`src/design/mrfd_pkg.sv`:
```
// Shared types, constants and the CRC-16/MODBUS byte step for the meter response frame decoder.
// It has no dependencies. The front, queue, back and top level modules import it.
package mrfd_pkg;

	localparam int FRAME_BYTES = 25;
	localparam int POS_W       = $clog2(FRAME_BYTES);
	localparam int QUEUE_AW    = 2;
	localparam int QUEUE_DEPTH = 1 << QUEUE_AW;

	localparam logic ACT_BYTE    = 1'b0;
	localparam logic ACT_TIMEOUT = 1'b1;

	localparam logic [15:0] CRC_INIT = 16'hFFFF;
	localparam logic [15:0] CRC_POLY = 16'hA001;

	localparam logic [POS_W-1:0] POS_VOLTAGE = POS_W'(3);
	localparam logic [POS_W-1:0] POS_CURRENT = POS_W'(5);
	localparam logic [POS_W-1:0] POS_POWER   = POS_W'(9);
	localparam logic [POS_W-1:0] POS_ENERGY  = POS_W'(13);
	localparam logic [POS_W-1:0] POS_FREQ    = POS_W'(17);
	localparam logic [POS_W-1:0] POS_PF      = POS_W'(19);
	localparam logic [POS_W-1:0] POS_ALARM   = POS_W'(21);
	localparam logic [POS_W-1:0] POS_CRC_LO  = POS_W'(FRAME_BYTES - 2);
	localparam logic [POS_W-1:0] POS_LAST    = POS_W'(FRAME_BYTES - 1);

	typedef struct packed {
		logic             timeout;
		logic             last;
		logic             crc_en;
		logic [POS_W-1:0] pos;
		logic [7:0]       data;
	} cmd_t;

	function automatic logic [15:0] crc16_byte(input logic [15:0] crc, input logic [7:0] b);
		logic [15:0] c;
		c = crc ^ {8'h00, b};
		for (int i = 0; i < 8; i++) begin
			c = c[0] ? ((c >> 1) ^ CRC_POLY) : (c >> 1);
		end
		return c;
	endfunction

endpackage

```
`src/design/mrfd_front.sv`:
```
// Front end of the meter response frame decoder: accepts words, tracks byte position, classifies.
// Depends on mrfd_pkg; feeds mrfd_queue.
module mrfd_front (
	input  logic          clk,
	input  logic          arst_n,
	input  logic          in_valid,
	output logic          in_stall,
	input  logic          action,
	input  logic [7:0]    rx_byte,
	input  logic          q_full,
	output logic          push,
	output mrfd_pkg::cmd_t cmd
);
	import mrfd_pkg::*;

	logic [POS_W-1:0] byte_count_q;

	always_comb begin
		in_stall    = q_full;
		push        = in_valid && !q_full;
		cmd.timeout = (action == ACT_TIMEOUT);
		cmd.last    = (action == ACT_BYTE) && (byte_count_q == POS_LAST);
		cmd.crc_en  = (action == ACT_BYTE) && (byte_count_q < POS_CRC_LO);
		cmd.pos     = byte_count_q;
		cmd.data    = rx_byte;
	end

	always_ff @(posedge clk or negedge arst_n) begin
		if (!arst_n) begin
			byte_count_q <= '0;
		end else if (push) begin
			if (cmd.timeout || cmd.last) begin
				byte_count_q <= '0;
			end else begin
				byte_count_q <= byte_count_q + POS_W'(1);
			end
		end
	end

endmodule

```
`src/design/mrfd_queue.sv`:
```
// Short queue of classified commands between the front and back ends.
// Depends on mrfd_pkg.
module mrfd_queue (
	input  logic          clk,
	input  logic          arst_n,
	input  logic          push,
	input  mrfd_pkg::cmd_t push_cmd,
	output logic          full,
	input  logic          pop,
	output logic          empty,
	output mrfd_pkg::cmd_t head
);
	import mrfd_pkg::*;

	cmd_t                entries_q [QUEUE_DEPTH];
	logic [QUEUE_AW-1:0] wr_ptr_q;
	logic [QUEUE_AW-1:0] rd_ptr_q;
	logic [QUEUE_AW:0]   count_q;

	assign full  = (count_q == (QUEUE_AW+1)'(QUEUE_DEPTH));
	assign empty = (count_q == '0);
	assign head  = entries_q[rd_ptr_q];

	always_ff @(posedge clk) begin
		if (push) begin
			entries_q[wr_ptr_q] <= push_cmd;
		end
	end

	always_ff @(posedge clk or negedge arst_n) begin
		if (!arst_n) begin
			wr_ptr_q <= '0;
			rd_ptr_q <= '0;
			count_q  <= '0;
		end else begin
			if (push) begin
				wr_ptr_q <= wr_ptr_q + QUEUE_AW'(1);
			end
			if (pop) begin
				rd_ptr_q <= rd_ptr_q + QUEUE_AW'(1);
			end
			case ({push, pop})
				2'b10:   count_q <= count_q + (QUEUE_AW+1)'(1);
				2'b01:   count_q <= count_q - (QUEUE_AW+1)'(1);
				default: count_q <= count_q;
			endcase
		end
	end

endmodule

```
`src/design/mrfd_back.sv`:
```
// Back end of the meter response frame decoder: runs the CRC, assembles fields, holds the result.
// Depends on mrfd_pkg; takes commands from mrfd_queue.
module mrfd_back (
	input  logic          clk,
	input  logic          arst_n,
	input  logic          q_empty,
	input  mrfd_pkg::cmd_t head,
	output logic          pop,
	output logic          out_valid,
	input  logic          out_stall,
	output logic          frame_ok,
	output logic [15:0]   voltage_raw,
	output logic [31:0]   current_raw,
	output logic [31:0]   power_raw,
	output logic [31:0]   energy_raw,
	output logic [15:0]   frequency_raw,
	output logic [15:0]   power_factor_raw,
	output logic [15:0]   alarm_word
);
	import mrfd_pkg::*;

	logic [15:0] crc_q;
	logic [7:0]  crc_lo_q;
	logic [15:0] voltage_q;
	logic [31:0] current_q;
	logic [31:0] power_q;
	logic [31:0] energy_q;
	logic [15:0] freq_q;
	logic [15:0] pf_q;
	logic [15:0] alarm_q;
	logic        out_valid_q;
	logic        ends_frame;
	logic        emit;
	logic        ok;

	always_comb begin
		ends_frame = head.timeout || head.last;
		pop        = !q_empty && (!ends_frame || !out_valid_q || !out_stall);
		emit       = pop && ends_frame;
		ok         = head.last && ({head.data, crc_lo_q} == crc_q);
	end

	assign out_valid = out_valid_q;

	always_ff @(posedge clk or negedge arst_n) begin
		if (!arst_n) begin
			crc_q       <= CRC_INIT;
			out_valid_q <= 1'b0;
		end else begin
			if (pop) begin
				if (ends_frame) begin
					crc_q <= CRC_INIT;
				end else if (head.crc_en) begin
					crc_q <= crc16_byte(crc_q, head.data);
				end
			end
			if (emit) begin
				out_valid_q <= 1'b1;
			end else if (!out_stall) begin
				out_valid_q <= 1'b0;
			end
		end
	end

	always_ff @(posedge clk) begin
		if (pop && !head.timeout) begin
			case (head.pos)
				POS_VOLTAGE:            voltage_q[15:8]  <= head.data;
				POS_VOLTAGE + POS_W'(1): voltage_q[7:0]  <= head.data;
				POS_CURRENT:            current_q[15:8]  <= head.data;
				POS_CURRENT + POS_W'(1): current_q[7:0]  <= head.data;
				POS_CURRENT + POS_W'(2): current_q[31:24] <= head.data;
				POS_CURRENT + POS_W'(3): current_q[23:16] <= head.data;
				POS_POWER:              power_q[15:8]    <= head.data;
				POS_POWER + POS_W'(1):  power_q[7:0]     <= head.data;
				POS_POWER + POS_W'(2):  power_q[31:24]   <= head.data;
				POS_POWER + POS_W'(3):  power_q[23:16]   <= head.data;
				POS_ENERGY:             energy_q[15:8]   <= head.data;
				POS_ENERGY + POS_W'(1): energy_q[7:0]    <= head.data;
				POS_ENERGY + POS_W'(2): energy_q[31:24]  <= head.data;
				POS_ENERGY + POS_W'(3): energy_q[23:16]  <= head.data;
				POS_FREQ:               freq_q[15:8]     <= head.data;
				POS_FREQ + POS_W'(1):   freq_q[7:0]      <= head.data;
				POS_PF:                 pf_q[15:8]       <= head.data;
				POS_PF + POS_W'(1):     pf_q[7:0]        <= head.data;
				POS_ALARM:              alarm_q[15:8]    <= head.data;
				POS_ALARM + POS_W'(1):  alarm_q[7:0]     <= head.data;
				POS_CRC_LO:             crc_lo_q         <= head.data;
				default:                ;
			endcase
		end
		if (emit) begin
			frame_ok         <= ok;
			voltage_raw      <= ok ? voltage_q : '0;
			current_raw      <= ok ? current_q : '0;
			power_raw        <= ok ? power_q : '0;
			energy_raw       <= ok ? energy_q : '0;
			frequency_raw    <= ok ? freq_q : '0;
			power_factor_raw <= ok ? pf_q : '0;
			alarm_word       <= ok ? alarm_q : '0;
		end
	end

endmodule

```
`src/design/meter_response_frame_decoder.sv`:
```
// Top level of the meter response frame decoder: front end, command queue and back end.
// Depends on mrfd_pkg, mrfd_front, mrfd_queue and mrfd_back.
// One word per cycle is taken while in_stall is low; the back end retires one command per cycle
// unless a frame end waits on a stalled output word. The edge popping the final byte or timeout
// word sets out_valid; the pop waits on earlier queued words or a stalled output word. Reset
// clears byte position, queue, CRC and output valid at once; field registers have no reset.
module meter_response_frame_decoder (
	input  logic        clk,
	input  logic        arst_n,
	input  logic        in_valid,
	output logic        in_stall,
	input  logic        action,
	input  logic [7:0]  rx_byte,
	output logic        out_valid,
	input  logic        out_stall,
	output logic        frame_ok,
	output logic [15:0] voltage_raw,
	output logic [31:0] current_raw,
	output logic [31:0] power_raw,
	output logic [31:0] energy_raw,
	output logic [15:0] frequency_raw,
	output logic [15:0] power_factor_raw,
	output logic [15:0] alarm_word
);
	import mrfd_pkg::*;

	cmd_t push_cmd;
	cmd_t head;
	logic push;
	logic pop;
	logic q_full;
	logic q_empty;

	mrfd_front u_front (
		.clk      (clk),
		.arst_n   (arst_n),
		.in_valid (in_valid),
		.in_stall (in_stall),
		.action   (action),
		.rx_byte  (rx_byte),
		.q_full   (q_full),
		.push     (push),
		.cmd      (push_cmd)
	);

	mrfd_queue u_queue (
		.clk      (clk),
		.arst_n   (arst_n),
		.push     (push),
		.push_cmd (push_cmd),
		.full     (q_full),
		.pop      (pop),
		.empty    (q_empty),
		.head     (head)
	);

	mrfd_back u_back (
		.clk              (clk),
		.arst_n           (arst_n),
		.q_empty          (q_empty),
		.head             (head),
		.pop              (pop),
		.out_valid        (out_valid),
		.out_stall        (out_stall),
		.frame_ok         (frame_ok),
		.voltage_raw      (voltage_raw),
		.current_raw      (current_raw),
		.power_raw        (power_raw),
		.energy_raw       (energy_raw),
		.frequency_raw    (frequency_raw),
		.power_factor_raw (power_factor_raw),
		.alarm_word       (alarm_word)
	);

endmodule

```
`config.mk`:
```
export PLATFORM = sky130hd
export DESIGN_NAME = meter_response_frame_decoder
export DESIGN_NICKNAME = d
export VERILOG_FILES = /design/src/design/mrfd_pkg.sv /design/src/design/mrfd_front.sv /design/src/design/mrfd_queue.sv /design/src/design/mrfd_back.sv /design/src/design/meter_response_frame_decoder.sv
export SDC_FILE = /design/constraint.sdc
export NUM_CORES = 1
export LEC_CHECK = 0
export BUFFER_PORTS_ARGS = -buffer_cell sky130_fd_sc_hd__clkbuf_2
export CAP_MARGIN = 20
export CORE_AREA = 2 2 251 253
export CTS_CLUSTER_DIAMETER = 30
export DETAILED_ROUTE_END_ITERATION = 8
export DIE_AREA = 0 0 253 255
export HOLD_SLACK_MARGIN = 0.02
export MAX_ROUTING_LAYER = met4
export PLACE_DENSITY = 0.46
export REMOVE_ABC_BUFFERS = 1
export SLEW_MARGIN = 20
export SYNTH_ARGS = -nofsm -noshare
export SYNTH_HDL_FRONTEND = slang
export SYNTH_HIERARCHICAL = 1
export SYNTH_SLANG_ARGS = --single-unit
```
`constraint.sdc`:
```
create_clock -name clk -period 5.55 [get_ports clk]
set_input_delay 0.8325 -clock clk [delete_from_list [all_inputs] [get_ports clk]]
set_output_delay 0.8325 -clock clk [all_outputs]
set_load 0.02 [all_outputs]
```
==> impl_metrics.py <==
metrics = {
    "worst_setup_path": {
        "critPathCaptureType": "flop",
        "reg2reg_slack_ns": 1.58,
        "reg2reg_from": "u_queue/rd_ptr_q[0]",
        "crit_family": "simple AND/OR/NAND/NOR gates",
        "cp_slowest_cell": "dfrtp_1",
        "cp_num_cells": 5,
        "crit_chain": "mux4_1 -> or2_0 -> a31oi_1 -> and2_4 -> buf_4",
        "slowest_delay_ns": 0.80,
        "critPathMaxFanout": 52,
        "crit_type": "flop to flop",
        "worstSetupStartpointType": "flop",
        "cp.buffers_inverters": 1,
        "worstPathArrival_ns": 4.19,
        "cp.required_ns": 5.77,
        "r2r_cells": 5,
        "cp-startpoint": "u_queue/rd_ptr_q[0]",
    },
    "die": {
        "die_x_um": 253,
        "dieArea_um2": 64500,
        "rows": 92,
        "core_um2": 62200,
        "num_io_pins": 176,
        "die_h_um": 255,
        "start_util_pct": 24.7,
    },
    "global_route": {
        "grt_pass1_wl_um": 51200,
        "first_global_vias": 7804,
        "antenna_found_initial": 4,
        "overflow": 0,
        "grtUsageTotal_pct": 11.3,
        "grt_max_degree": 97,
    },
    "clock_tree": {
        "postCtsResizedCells": 0,
        "clk_path_buf_depth": 3,
        "postCtsSetupRepairBufs": 0,
        "cts_tree": "built",
        "hold_buffers": 0,
        "root_buffer": "clkbuf_16",
        "clk-insertion-delay-late_ns": 0.58,
        "cts_buffers": 87,
        "cts_max_level": 3,
        "cts.sinks": 422,
        "clk_pin_slew_ns": 0.05,
    },
    "sta": {
        "clock-skew-final_ns": 0.0241,
        "slew_violations": 0,
        "tns_ns": 0,
        "hold_ws_ns": 0.346,
        "final.min_clock_period_ns": 3.97,
        "fin_crit_sh_pct": 71.4,
        "rsz0062_at_grt": "no",
        "finalHoldViolations": 0,
        "maxSlewHeadroom_pct": 28.9,
        "tightest_slew_ns": 1.06,
        "fmax_mhz": 252,
        "setup_viol": 0,
    },
    "finish": {
        "nNetsFinal": 1070,
        "synthToLayoutAreaGrowth_pct": 31.4,
        "drive_above_1_share_pct": 32.3,
    },
    "place": {
        "dp_hpwl_um": 21700,
        "place_congestion": 0.726,
        "port_buffers": 175,
    },
    "logic_synthesis": {
        "syn_avg_cell_area_um2": 19.0,
        "syn_area_um2": 15300,
        "ys_top_cells_by_area": "edfxtp_1 77%, and2_1 6.7%, dfstp_2 2.7%",
        "synth_top_cell_area_share_pct": 77.0,
        "synth-async-reset-ratio_pct": 6.87,
        "yosys_warnings": 6,
        "ys_seq_area_share_pct": 81.9,
        "syn_inst": 805,
        "ys_ff_latch": 422,
        "ys.flop_type": "edfxtp_1",
        "synth.distinct_cells": 46,
        "synth_edf_count": 393,
        "yosys.area.top_type": "edfxtp_1",
    },
    "status": {
        "status": "finished, final reports clean",
    },
    "route": {
        "drc": 0,
        "routed_via_density": 3.96,
        "vias": 7620,
        "post_drt_wl_per_cell_um": 18.3,
        "dr.pass1.iters": 4,
        "ant_nets": 0,
        "postRouteWirelength_um": 35100,
        "drtIter0Drc": 320,
    },
    "power": {
        "p_leak_nw": 7.41,
        "powerDensity_nw_per_um2": 704,
        "ir_drop_mv": 0.387,
    },
    "worst_hold_path": {
        "hp-class": "input pin to asynchronous set/reset pin",
    },
    "flow_run": {
        "max-cap-violations": 0,
    },
}
cell usage after synthesis (8+ instances only):
cell type	instances
edfxtp_1	393
and2_1	165
nor2_1	32
xnor2_1	29
dfstp_2	16
dfrtp_1	13
nand2_1	13
xor2_1	12
a21oi_1	10
buf_4	10
clkbuf_1	9
clkbuf_2	9
inv_1	9
mux4_1	8
mux4_2	8
power breakdown:
| part | total [mW] | leakage (nW) | internal (mW) | switching [mW] |
|---|---|---|---|---|
| Clock | 5.24 | 1.46 | 3.63 | 1.61 |
| Combinational | 3.59 | 1.87 | 1.06 | 2.53 |
| Sequential | 5.36 | 4.08 | 4.92 | 0.443 |
| Total | 14.2 | 7.41 | 9.60 | 4.58 |
worst register-to-register path, stage by stage (launching register included):
cell	delay [ns]
dfrtp_1	0.80
mux4_1	0.72
or2_0	0.32
a31oi_1	0.46
and2_4	0.73
buf_4	0.54
flip-flops by register name, summed over array words and instances (netlist names), 8 cells and up:
signal                   count
u_back/current_q            32
u_back/power_q              32
u_back/energy_raw           32
u_back/voltage_q            16
u_back/crc_lo_q              8
u_back/energy_q             32
u_back/voltage_raw          16
u_back/power_factor_raw     16
u_back/crc_q                16
u_back/frequency_raw        16
u_back/current_raw          32
u_back/pf_q                 16
u_queue/entries_q           64
u_back/power_raw            32
u_back/alarm_q              16
u_back/alarm_word           16
u_back/freq_q               16
worst paths after layout:
| path | endpoint |
|---|---|
| setup reg to reg | u_back/alarm_word[11] |
| hold / removal | u_front/byte_count_q[1] |
| setup / recovery | u_back/alarm_word[11] |
| max in group asynchronous | u_queue/count_q[0] |
| hold reg to reg | u_queue/count_q[2] |
| min in group clk | u_queue/entries_q[2][7] |
cell usage in the layout (no fill, tap or decap), types with 2 or more instances in the layout:
| cell | n |
|---|---|
| o21ai_0 | 5 |
| o211ai_1 | 2 |
| nand4b_1 | 2 |
| clkinv_4 | 5 |
| nand3_1 | 4 |
| nor2_1 | 32 |
| o22a_1 | 5 |
| buf_4 | 14 |
| xnor2_1 | 29 |
| clkinv_2 | 13 |
| nand2b_1 | 7 |
| edfxtp_1 | 393 |
| ha_1 | 7 |
| inv_6 | 4 |
| bufinv_16 | 13 |
| clkbuf_2 | 175 |
| diode_2 | 5 |
| or4_1 | 2 |
| dfstp_2 | 16 |
| clkbuf_1 | 13 |
| a21oi_1 | 10 |
| inv_1 | 9 |
| dfrtp_1 | 13 |
| clkinv_1 | 9 |
| clkbuf_16 | 92 |
| nand4_1 | 3 |
| xor2_1 | 12 |
| nor3_1 | 3 |
| clkbuf_8 | 2 |
| and2_1 | 164 |
| nand3b_1 | 3 |
| clkinvlp_4 | 8 |
| mux4_2 | 10 |
| mux4_1 | 6 |
| o22a_2 | 2 |
| nand2_1 | 13 |
per-stage QoR:
stage / cell area, um^2 / total power [mW] / instances / util (%) / worst slack (ns)
3_3_place_gp: 17100 / 9.11 / 1759 / 27.5 / 1.54
5_1_grt: 20100 / 14.9 / 1923 / 32.4 / 1.25
6_report: 20100 / 14.2 / 1924 / 32.4 / 1.58
2_1_floorplan: 15100 / 7.59 / 770 / - / -0.866
3_5_place_dp: 17100 / 9.13 / 1759 / 27.5 / 1.48
4_1_cts: 20100 / 14.5 / 1919 / 32.4 / 1.47
metal layers:
| metal | share of wire, % | global-route usage, % |
|---|---|---|
| met5 | 0 | - |
| met4 | 1.9 | 4.24 |
| met1 | 44 | 14.0 |
| met3 | 6.6 | 3.46 |
| met2 | 48 | 17.5 |
cell families after synthesis:
kind of cell	count (synthesis)	synth area share (%)
compound gates	29	1.24
flops	422	81.9
simple gates	243	9.36
buf+inv	44	1.63
fa+ha+maj	8	0.702
mux	16	2.55
xor+xnor	43	2.65
final cells by class:
| type | instances | area (um^2) |
|---|---|---|
| Fill cell | 6016 | 42000 |
| Sequential cell | 422 | 12500 |
| Multi-Input combinational cell | 339 | 2530 |
| Clock buffer | 107 | 2380 |
| Timing Repair Buffer | 190 | 1000 |
| Tap cell | 799 | 1000 |
| Clock inverter | 53 | 644 |
| Inverter | 9 | 33.8 |
| Antenna cell | 5 | 12.5 |
Power figures use the tool's default switching activity.
